`src/hw/rtl/bmhq_pkg.sv`:
```
// bmhq_pkg.sv: sizes, codes and memory request type of the heap queue
// used by bmhq_ctrl, binary_min_heap_queue_unit and bmhq_checker
package bmhq_pkg;

  localparam int CAPACITY = 256;
  localparam int TAG_W    = 32;
  localparam int PRIO_W   = 32;
  localparam int ENTRY_W  = TAG_W + PRIO_W;
  localparam int ADDR_W   = $clog2(CAPACITY);
  localparam int COUNT_W  = $clog2(CAPACITY + 1);
  localparam int CHILD_W  = ADDR_W + 2;
  localparam int FILL_W   = 9;
  localparam int STATUS_W = 2;

  localparam logic REQ_PUSH = 1'b0;
  localparam logic REQ_POP  = 1'b1;

  localparam logic [STATUS_W-1:0] ST_OK    = 2'd0;
  localparam logic [STATUS_W-1:0] ST_FULL  = 2'd1;
  localparam logic [STATUS_W-1:0] ST_EMPTY = 2'd2;

  typedef struct packed {
    logic               we;
    logic [ADDR_W-1:0]  waddr;
    logic [ENTRY_W-1:0] wdata;
    logic [ADDR_W-1:0]  ra_addr;
    logic [ADDR_W-1:0]  rb_addr;
  } ram_req_t;

endpackage

```
`src/hw/rtl/bmhq_ctrl.sv`:
```
// bmhq_ctrl.sv: request sequencer for sift-up and sift-down, entry count and result register
// depends on bmhq_pkg; drives the heap ram through bmhq_pkg::ram_req_t
module bmhq_ctrl (
  input  logic                                  clk,
  input  logic                                  rst_n,
  input  logic                                  in_valid,
  output logic                                  in_stall,
  input  logic                                  in_req_type,
  input  logic [bmhq_pkg::TAG_W-1:0]            in_tag,
  input  logic [bmhq_pkg::PRIO_W-1:0]           in_prio,
  output logic                                  out_valid,
  input  logic                                  out_stall,
  output logic [bmhq_pkg::TAG_W-1:0]            out_tag,
  output logic [bmhq_pkg::PRIO_W-1:0]           out_prio,
  output logic [bmhq_pkg::STATUS_W-1:0]         out_status,
  output logic [bmhq_pkg::FILL_W-1:0]           out_fill,
  output bmhq_pkg::ram_req_t                    ram_req,
  input  logic [bmhq_pkg::ENTRY_W-1:0]          ra_data,
  input  logic [bmhq_pkg::ENTRY_W-1:0]          rb_data
);

  typedef enum logic [2:0] {
    S_IDLE, S_UP_RD, S_UP_CMP, S_POP_RD, S_POP_CMP, S_DN_RD, S_DN_CMP, S_DONE
  } state_t;

  localparam int AW = bmhq_pkg::ADDR_W;
  localparam int CW = bmhq_pkg::COUNT_W;
  localparam int PW = bmhq_pkg::PRIO_W;
  localparam int TW = bmhq_pkg::TAG_W;

  state_t                         state_r, state_nxt;
  logic [CW-1:0]                  count_r, count_nxt;
  logic [AW-1:0]                  pos_r, pos_nxt;
  logic [bmhq_pkg::ENTRY_W-1:0]   mover_r, mover_nxt;
  logic                           has_c2_r, has_c2_nxt;
  logic [TW-1:0]                  res_tag_r, res_tag_nxt;
  logic [PW-1:0]                  res_prio_r, res_prio_nxt;
  logic [bmhq_pkg::STATUS_W-1:0]  res_status_r, res_status_nxt;
  logic                           out_valid_r, out_valid_nxt;
  logic [TW-1:0]                  out_tag_r, out_tag_nxt;
  logic [PW-1:0]                  out_prio_r, out_prio_nxt;
  logic [bmhq_pkg::STATUS_W-1:0]  out_status_r, out_status_nxt;
  logic [bmhq_pkg::FILL_W-1:0]    out_fill_r, out_fill_nxt;

  logic [AW-1:0]                  parent;
  logic [bmhq_pkg::CHILD_W-1:0]   c1, c2;
  logic [PW-1:0]                  a_prio, b_prio, mover_prio;
  logic                           pick_b;
  logic [bmhq_pkg::ENTRY_W-1:0]   pick_data;
  logic [AW-1:0]                  pick_addr;
  logic                           out_take;

  assign parent     = AW'((pos_r - AW'(1)) >> 1);
  assign c1         = {1'b0, pos_r, 1'b1};
  assign c2         = c1 + bmhq_pkg::CHILD_W'(1);
  assign a_prio     = ra_data[PW-1:0];
  assign b_prio     = rb_data[PW-1:0];
  assign mover_prio = mover_r[PW-1:0];
  assign pick_b     = has_c2_r && !(a_prio < b_prio);
  assign pick_data  = pick_b ? rb_data : ra_data;
  assign pick_addr  = pick_b ? c2[AW-1:0] : c1[AW-1:0];
  assign out_take   = out_valid_r && !out_stall;

  always_comb begin
    state_nxt      = state_r;
    count_nxt      = count_r;
    pos_nxt        = pos_r;
    mover_nxt      = mover_r;
    has_c2_nxt     = has_c2_r;
    res_tag_nxt    = res_tag_r;
    res_prio_nxt   = res_prio_r;
    res_status_nxt = res_status_r;
    out_valid_nxt  = out_take ? 1'b0 : out_valid_r;
    out_tag_nxt    = out_tag_r;
    out_prio_nxt   = out_prio_r;
    out_status_nxt = out_status_r;
    out_fill_nxt   = out_fill_r;
    ram_req.we      = 1'b0;
    ram_req.waddr   = pos_r;
    ram_req.wdata   = mover_r;
    ram_req.ra_addr = parent;
    ram_req.rb_addr = count_r[AW-1:0];

    unique case (state_r)
      S_IDLE: begin
        if (in_valid) begin
          mover_nxt      = {in_tag, in_prio};
          res_tag_nxt    = '0;
          res_prio_nxt   = '0;
          res_status_nxt = bmhq_pkg::ST_OK;
          if (in_req_type == bmhq_pkg::REQ_PUSH) begin
            if (count_r == CW'(bmhq_pkg::CAPACITY)) begin
              res_status_nxt = bmhq_pkg::ST_FULL;
              state_nxt      = S_DONE;
            end else begin
              pos_nxt   = count_r[AW-1:0];
              count_nxt = count_r + CW'(1);
              state_nxt = S_UP_RD;
            end
          end else begin
            if (count_r == '0) begin
              res_status_nxt = bmhq_pkg::ST_EMPTY;
              state_nxt      = S_DONE;
            end else begin
              count_nxt = count_r - CW'(1);
              state_nxt = S_POP_RD;
            end
          end
        end
      end
      S_UP_RD: begin
        if (pos_r == '0) begin
          ram_req.we = 1'b1;
          state_nxt  = S_DONE;
        end else begin
          state_nxt = S_UP_CMP;
        end
      end
      S_UP_CMP: begin
        ram_req.we = 1'b1;
        if (mover_prio < a_prio) begin
          ram_req.wdata = ra_data;
          pos_nxt       = parent;
          state_nxt     = S_UP_RD;
        end else begin
          state_nxt = S_DONE;
        end
      end
      S_POP_RD: begin
        ram_req.ra_addr = '0;
        state_nxt       = S_POP_CMP;
      end
      S_POP_CMP: begin
        res_tag_nxt  = ra_data[bmhq_pkg::ENTRY_W-1:PW];
        res_prio_nxt = a_prio;
        mover_nxt    = rb_data;
        pos_nxt      = '0;
        state_nxt    = (count_r == '0) ? S_DONE : S_DN_RD;
      end
      S_DN_RD: begin
        ram_req.ra_addr = c1[AW-1:0];
        ram_req.rb_addr = c2[AW-1:0];
        has_c2_nxt      = c2 < bmhq_pkg::CHILD_W'(count_r);
        if (c1 >= bmhq_pkg::CHILD_W'(count_r)) begin
          ram_req.we = 1'b1;
          state_nxt  = S_DONE;
        end else begin
          state_nxt = S_DN_CMP;
        end
      end
      S_DN_CMP: begin
        ram_req.we = 1'b1;
        if (pick_data[PW-1:0] < mover_prio) begin
          ram_req.wdata = pick_data;
          pos_nxt       = pick_addr;
          state_nxt     = S_DN_RD;
        end else begin
          state_nxt = S_DONE;
        end
      end
      S_DONE: begin
        if (!out_valid_r || out_take) begin
          out_valid_nxt  = 1'b1;
          out_tag_nxt    = res_tag_r;
          out_prio_nxt   = res_prio_r;
          out_status_nxt = res_status_r;
          out_fill_nxt   = bmhq_pkg::FILL_W'(count_r);
          state_nxt      = S_IDLE;
        end
      end
      default: state_nxt = S_IDLE;
    endcase
  end

  always_ff @(posedge clk) begin
    if (!rst_n) begin
      state_r     <= S_IDLE;
      count_r     <= '0;
      out_valid_r <= 1'b0;
    end else begin
      state_r     <= state_nxt;
      count_r     <= count_nxt;
      out_valid_r <= out_valid_nxt;
    end
    pos_r        <= pos_nxt;
    mover_r      <= mover_nxt;
    has_c2_r     <= has_c2_nxt;
    res_tag_r    <= res_tag_nxt;
    res_prio_r   <= res_prio_nxt;
    res_status_r <= res_status_nxt;
    out_tag_r    <= out_tag_nxt;
    out_prio_r   <= out_prio_nxt;
    out_status_r <= out_status_nxt;
    out_fill_r   <= out_fill_nxt;
  end

  assign in_stall   = (state_r != S_IDLE);
  assign out_valid  = out_valid_r;
  assign out_tag    = out_tag_r;
  assign out_prio   = out_prio_r;
  assign out_status = out_status_r;
  assign out_fill   = out_fill_r;

endmodule

```
`config.mk`:
```
export PLATFORM = sky130hd
export DESIGN_NAME = bmhq_ctrl
export DESIGN_NICKNAME = d
export VERILOG_FILES = /design/src/hw/rtl/bmhq_pkg.sv /design/src/hw/rtl/bmhq_ctrl.sv
export SDC_FILE = /design/constraint.sdc
export NUM_CORES = 1
export LEC_CHECK = 0
export ABC_AREA = 1
export CORE_MARGIN = 2
export CORE_UTILIZATION = 50
export CTS_CLUSTER_SIZE = 24
export DETAILED_ROUTE_END_ITERATION = 10
export DONT_BUFFER_PORTS = 1
export GPL_TIMING_DRIVEN = 0
export PLACE_DENSITY_LB_ADDON = 0.08
export SETUP_SLACK_MARGIN = 0.05
export SYNTH_ARGS = -nofsm -noshare
export SYNTH_HDL_FRONTEND = slang
export SYNTH_SLANG_ARGS = --single-unit
```
`constraint.sdc`:
```
create_clock -name clk -period 9.79 [get_ports clk]
set_input_delay 0 -clock clk [delete_from_list [all_inputs] [get_ports clk]]
set_output_delay 0 -clock clk [all_outputs]
set_load 0.01 [all_outputs]
```
==> results by group, run 1 <==
Synth
  – Mean post-synth cell area: 8.25 um^2
  – #FFs+latches synth: 227
  – Post-synthesis mux area share: 0
  – Sequential cell area fraction in the yosys report: 0.449
  – Post-synthesis adder-cell area fraction: 0.101
  – Synth Area in Simple Gates: 0.207
  – Yosys warnings: 0
  – Mapped Cells: 1805
  – Top_reg_cell synth: edfxtp_1
  – Yosys cell types: 42
  – Post-synth EDFFs: 214
  – Xor/xnor share of the synthesized area: 0.00647
  – Largest family of logic cells by synthesized area: simple AND/OR/NAND/NOR gates
  – Compound-Gate Fraction of Synth Area: 0.158
  – Mapped Nets: 2122
  – Post-Syn Area: 14900 um^2
  – Ys async rst share: 0

Clocking
  – Clock sink count: 227
  – CTS max path bufs: 3
  – CTS H-tree lvls: 1
  – Setup Buffers After CTS: 0
  – Root Buffer Master: clkbuf_16
  – Worst-skew pair later-pin latency: 0.54 ns
  – CTS tree: done
  – Clock transition at the registers of the reported paths: 0.06 ns
  – Inserted Clock Buffers: 26

Die
  – Die width: 177 um
  – Num ports: 363
  – Initial core utilization: 0.505
  – Core ar.: 29500 um^2
  – Row count: 63
  – Die H: 177 um
  – Die Area: 31200 um^2

Pwr
  – NetSw: 2.19 mW
  – Worst vdd ir: 0.162 mV
  – Power per cell area: 268 nW/um^2
  – Reg power frac: 0.331
  – Comb power frac: 0.483
  – Lkg Pwr: 7.86 nW
  – Power share of the clock group: 0.187
  – Switch share: 0.447
  – Pint: 2.71 mW

Placed design
  – DP Area: 15500 um^2
  – Placed Cells: 2199
  – GP Congestion: 0.877
  – # port buffers: 0
  – Detailed placement HPWL: 36800 um

Route
  – Remaining antenna violation count: 0
  – Routed len/inst: 21.3 um
  – Vias per cell: 5.87
  – Metal2 WL: 24400 um
  – Remaining DRCs: 0
  – Final wirelength: 52000 um
  – DR pass1 iterations: 7
  – Starting DRT DRC Count: 1582
  – Vias after detailed routing: 14400
  – DR top layer: met5
  – Met1 wire length: 20300 um
  – Met3 wire length: 5040 um

Timing
  – Unrepaired setup endpoints after global routing: no
  – Least-Margin Pin Slew: 1.22 ns
  – Fin Hold WS: 0.186 ns
  – Final min period: 6.06 ns
  – Final Hold Viols: 0
  – Slew Limit Fails: 0
  – Fmax: 0.165 GHz
  – Tcrit/Tclk final: 0.619
  – Clock skew after layout: 0.0117 ns
  – Slew headroom: 0.182
  – Final TNS setup: 0 ns
  – Number of setup violations in the final report: 0

Min path
  – Hold Path Class: in2reg

Global route
  – First-pass GRT wire length: 78700 um
  – Vias in the first global route: 14000
  – Initial antenna violation count: 2
  – All-Layer GR Usage: 0.325
  – Grt total ovfl: 0
  – Largest net degree at the start of global routing: 92

Critical path
  – Setup CP Type: in2out
  – Slowest CP cell: a21oi_1
  – Critical path capture point type: primary output
  – CP peak stage delay: 0.65 ns
  – Worst-path maximum fanout: 10
  – CP dominant cell by count: nand2_1
  – Data arrival, critical path: 6.06 ns
  – Required @ worst endpoint: 9.79 ns
  – Worst Setup Start Kind: input pin

Flow run
  – MaxCap Viol Count: 0

Cells and area
  – Area growth syn-to-layout: 22.6%
  – Most frequent cells in the layout: nand2_1 (487), edfxtp_1 (214), dlygate4sd3_1 (198)
  – Commonest non-fill, non-tap cell in the layout: nand2_1
  – Final Util: 0.619
  – Final net count: 2352
  – Layout Cells excl Fill: 2446
  – Final Instance Area: 18300 um^2
  – Share of cells above drive strength 1: 0.0326

Run status
  – Status: finished clean
[stage by stage]
step	power (mW)	setup slack (ns)
6_report	4.90	3.73
5_1_grt	5.21	3.19
4_1_cts	4.86	3.79
3_5_place_dp	3.79	4.23
3_3_place_gp	3.76	3.24
2_1_floorplan	3.12	5.45
[cell usage after synthesis (all sizes together), types with 2 or more instances]
| master | n | area (um^2) |
|---|---|---|
| nand2 | 491 | 1860 |
| edfxtp | 214 | 6430 |
| inv | 198 | 743 |
| o21ai | 196 | 981 |
| ha | 119 | 1490 |
| nor2 | 118 | 443 |
| a21oi | 104 | 521 |
| nand3 | 79 | 395 |
| clkbuf | 68 | 255 |
| o221ai | 35 | 307 |
| a22oi | 33 | 248 |
| nand3b | 32 | 240 |
| buf | 25 | 145 |
| dfxtp | 13 | 260 |
| nand4 | 13 | 81.3 |
| o21a | 10 | 75.1 |
| nor3 | 8 | 40.0 |
| xor2 | 8 | 70.1 |
| a211oi | 7 | 52.6 |
| o211ai | 7 | 52.6 |
| o22ai | 6 | 37.5 |
| clkinv | 3 | 11.3 |
| xnor2 | 3 | 26.3 |
| a31oi | 2 | 12.5 |
| nor4 | 2 | 12.5 |
[cell type report]
cell class | instances | area [um^2]
timing repair buffer | 202 | 2080
clock inverter | 17 | 90.1
tap | 390 | 488
antenna | 1 | 2.50
multi-input combinational | 1284 | 7050
buffer | 93 | 400
inverter | 201 | 759
sequential | 227 | 6690
clock buffer | 31 | 691
fill | 2553 | 11200
[power by group through the flow]
stage / combinational [mW] / sequential, mW / clock [mW]
after CTS: 2.32 / 1.61 / 0.926
after detailed placement: 2.16 / 1.63 / 0
after global placement: 2.09 / 1.67 / 0
after global routing: 2.61 / 1.64 / 0.955
after floorplan: 1.52 / 1.60 / 0
final: 2.36 / 1.62 / 0.914
[flip-flops by register name, indices dropped and copies added, names as in the netlist]
signal,cells
pos_r,8
res_prio_r,32
res_tag_r,32
out_fill,9
out_prio,32
count_r,9
res_status_r,2
out_tag,32
state_r,3
out_valid,1
out_status,2
has_c2_r,1
mover_r,64
[cell families (layout without fill, tap and decap cells)]
family / Yosys count / after routing
adders and majority gates: 120 / 120
AOI/OAI and AO/OA: 408 / 408
xor gates and xnor gates: 11 / 11
DFF: 227 / 227
other: 0 / 1
buffers and inverters: 294 / 544
and+or+nand+nor: 745 / 745
[worst max-delay path, delay by kind of cell]
kind                       cells  cell delay (ns)
and+or+nand+nor               13             0.99
AOI/OAI and AO/OA              7             1.90
adders and majority gates      1             0.31
buffers and inverters          6             2.84
[final timing paths]
path,end,slack [ns],from,cells after the start
worst max register to register,pos_r[5]$_DFFE_PP_,5.20,has_c2_r$_DFFE_PP_,13
worst min register to register,out_prio[5]$_DFFE_PP_,0.42,res_prio_r[5]$_SDFFCE_PN0P_,0
worst min-delay path,mover_r[0]$_DFFE_PP_,0.19,rb_data[0],3
worst max-delay path,ram_req[59],3.73,ra_data[0],27
[metal layers]
metal | global-route usage | up-vias
li1 | - | 6664
met2 | 0.538 | 801
met1 | 0.408 | 6744
met5 | 0 | -
met4 | 0.133 | 2
met3 | 0.0803 | 157
[repair_timing]
action,4_1_cts,5_1_grt
endpoints found under the hold margin,157,0
resized for setup,0,0
hold buffers,198,0
Note: power is estimated with default switching activity, not from simulation.
==> inputs of run 2 (changes only) <==
--- a/config.mk
+++ b/config.mk
@@ -5,7 +5,7 @@
 export SDC_FILE = /design/constraint.sdc
 export NUM_CORES = 1
 export LEC_CHECK = 0
-export ABC_AREA = 1
+export ABC_AREA = 0
 export CORE_MARGIN = 2
 export CORE_UTILIZATION = 50
 export CTS_CLUSTER_SIZE = 24
==> constraint.sdc (replaced) <==
create_clock -name clk -period 5.4 [get_ports clk]
set_input_delay 0 -clock clk [delete_from_list [all_inputs] [get_ports clk]]
set_output_delay 0 -clock clk [all_outputs]
set_load 0.01 [all_outputs]
==> run 2 against run 1 <==
Against the previous run: final cell count shrank 25%; synthesized cell count is 31% lower; clock power up 130%; die area fell by 7.9%; hold slack worse by 0.064 ns; flip-flop and latch count is the same; critical path type is now reg2out; largest power group unchanged; highest routed layer is now met4.
==> results by group, run 2 <==
Cells and area
  – Most frequent cells in the layout: edfxtp_1 (214), dlygate4sd3_1 (197), ha_1 (119)
  – Share of cells above drive strength 1: 0.122
  – Final net count: 1789
  – Final Util: 0.647
  – Fillers: 2138
  – Reg with most FFs: mover_r
  – Commonest non-fill, non-tap cell in the layout: edfxtp_1
  – Max FFs per register: 64
  – Area growth syn-to-layout: 27.1%

Critical path
  – Data arrival, critical path: 5.17 ns
  – Worst Setup Start Kind: flip-flop
  – Required @ worst endpoint: 5.40 ns
  – Critical path capture point type: primary output
  – Worst-path maximum fanout: 10
  – Setup CP Type: reg2out

Synth
  – Yosys warnings: 0
  – Ys async rst share: 0
  – Mapped Cells: 1237
  – Yosys cell types: 65
  – Most frequent cell after synthesis: edfxtp_1
  – #FFs+latches synth: 227
  – Top cell type's share of synthesized area: 0.470
  – Post-Syn Area: 13700 um^2
  – Mean post-synth cell area: 11.1 um^2
  – Top cells by count, synth: edfxtp_1 (214), ha_1 (119), inv_1 (111), nand2_1 (93), o21ai_0 (72)
  – Top_reg_cell synth: edfxtp_1
  – Sequential cell area fraction in the yosys report: 0.489
  – Cells taking the most area after synthesis: edfxtp_1 (47%), ha_1 (11%), mux2_2 (5.3%), a221o_1 (5.1%), inv_1 (3.0%)
  – Yosys top cell by area: edfxtp_1
  – Mapped Nets: 1554
  – Post-synth EDFFs: 214

Min path
  – Hold Path Class: in2reg

Clocking
  – CTS max path bufs: 3
  – CTS H-tree lvls: 1
  – Root Buffer Master: clkbuf_16
  – CTS tree: done
  – Clock transition at the registers of the reported paths: 0.06 ns
  – Worst-skew pair later-pin latency: 0.54 ns
  – Clock sink count: 227
  – Inserted Clock Buffers: 26

Pwr
  – Lkg Pwr: 6.83 nW
  – Power per cell area: 523 nW/um^2
  – Worst vdd ir: 0.309 mV

Die
  – Initial core utilization: 0.509
  – Core ar.: 26900 um^2
  – Die width: 169 um
  – Num ports: 363
  – Row count: 60
  – Die H: 169 um
  – Die Area: 28700 um^2

Route
  – Vias per cell: 6.08
  – Remaining antenna violation count: 0
  – DR pass1 iterations: 5
  – Final wirelength: 43200 um
  – Starting DRT DRC Count: 812
  – Vias after detailed routing: 11200
  – Routed len/inst: 23.6 um
  – Remaining DRCs: 0

Global route
  – Initial antenna violation count: 0
  – First-pass GRT wire length: 64700 um
  – Grt total ovfl: 0
  – Largest net degree at the start of global routing: 59
  – All-Layer GR Usage: 0.293
  – Vias in the first global route: 11400

Timing
  – Slew headroom: 0.396
  – Final TNS setup: 0 ns
  – Fin worst setup slack: 0.226 ns
  – Final min period: 5.17 ns
  – Clock skew after layout: 0.0106 ns
  – Unrepaired setup endpoints after global routing: no
  – Least-Margin Pin Slew: 0.901 ns
  – Number of setup violations in the final report: 0
  – Fmax: 0.193 GHz
  – Slew Limit Fails: 0
  – Tcrit/Tclk final: 0.958
  – Final Hold Viols: 0

Placed design
  – GP Congestion: 0.905
  – # port buffers: 0
  – Detailed placement HPWL: 30700 um
  – DP Worst Slack: 0.281 ns

Flow run
  – MaxCap Viol Count: 0

Run status
  – Status: finished clean
[run 2: cell count changes after synthesis, sizes merged, moves of 31 or more]
cell / change
a221o: +70
mux2: +64
nand3: -52
a22oi: -32
a21oi: -61
o221ai: -31
nor2: -53
o21ai: -122
nand2: -397
inv: -85
and2: +47
a22o: +33
nand3b: -32
nor4: +36
[run 2: final cells by class]
cell class	instances	area, um^2	share of cell area
Multi-Input combinational cell	829	6330	0.364
Clock inverter	21	343	0.0197
Buffer	68	372	0.0214
Sequential cell	227	6690	0.385
Inverter	113	424	0.0244
Clock buffer	27	676	0.0389
Tap cell	341	427	0.0245
Timing Repair Buffer	207	2120	0.122
Antenna cell	1	2.50	0.000144
[run 2: kinds of logic after synthesis]
family / Yosys count / synth area share
fa+ha+maj: 120 / 0.110
compound gates: 284 / 0.153
flops: 227 / 0.489
mux: 64 / 0.0527
xor+xnor: 26 / 0.0166
buf+inv: 181 / 0.0556
simple gates: 335 / 0.123
[run 2: per-stage QoR]
step	area (um^2)	power (mW)	instances	hold slack (ns)
6_report	17400	9.09	1834	0.122
5_1_grt	17400	9.59	1833	0.179
4_1_cts	17300	9.02	1831	0.101
3_5_place_dp	14200	6.65	1583	0.160
3_3_place_gp	14100	6.59	1578	0.158
2_1_floorplan	13700	5.60	1237	0.154
[run 2: path summary, 6_finish.rpt]
check / cells past startpoint / startpoint / slack, ns / to
hold / removal: 6 / in_req_type / 0.12 / count_r[3]$_SDFFE_PN0P_
hold reg to reg: 0 / res_prio_r[10]$_SDFFCE_PN0P_ / 0.41 / out_prio[10]$_DFFE_PP_
setup reg to reg: 19 / has_c2_r$_DFFE_PP_ / 0.61 / state_r[1]$_SDFFE_PN0P_
setup / recovery: 20 / has_c2_r$_DFFE_PP_ / 0.23 / ram_req[60]
[run 2: power breakdown]
group          internal (mW)  switching [mW]  total (mW)  leakage [nW]
logic                   1.56            2.41        3.97          4.20
registers               2.71           0.326        3.03          2.13
clock network           1.34           0.752        2.09         0.502
[run 2: routing by layer]
layer	wire (um)	vias up	share of wire	GRT usage
met5	0	-	0	0
met2	20900	540	0.48	0.494
met4	2070	0	0.048	0.120
met3	3890	124	0.090	0.0777
li1	-	5140	-	-
met1	16400	5355	0.38	0.358
[run 2: worst max-delay path, cell delays in order (launching register included)]
cell and delay, ns:
edfxtp_1 0.48, nand3_1 0.14, or4_4 0.57, nor2_1 0.14
o21ai_2 0.11, and2_4 0.19, buf_2 0.18, clkbuf_4 0.24
nand2_1 0.09, o21ai_0 0.14, ha_1 0.36, nand4_1 0.15
nor2_2 0.20, nand3_2 0.13, a32oi_4 0.32, a21oi_1 0.06
and3_1 0.19, buf_2 0.19, buf_4 0.20, a22o_1 0.20
a221o_1 0.33
[run 2: what timing repair did]
| action | CTS | global route |
|---|---|---|
| resized for setup | 9 | 41 |
| pin swaps | 2 | 10 |
| endpoints found under the hold margin | 193 | 0 |
| buffers inserted | 3 | 2 |
| endpoints found under the setup margin | 61 | 63 |
| hold buffers | 197 | 0 |
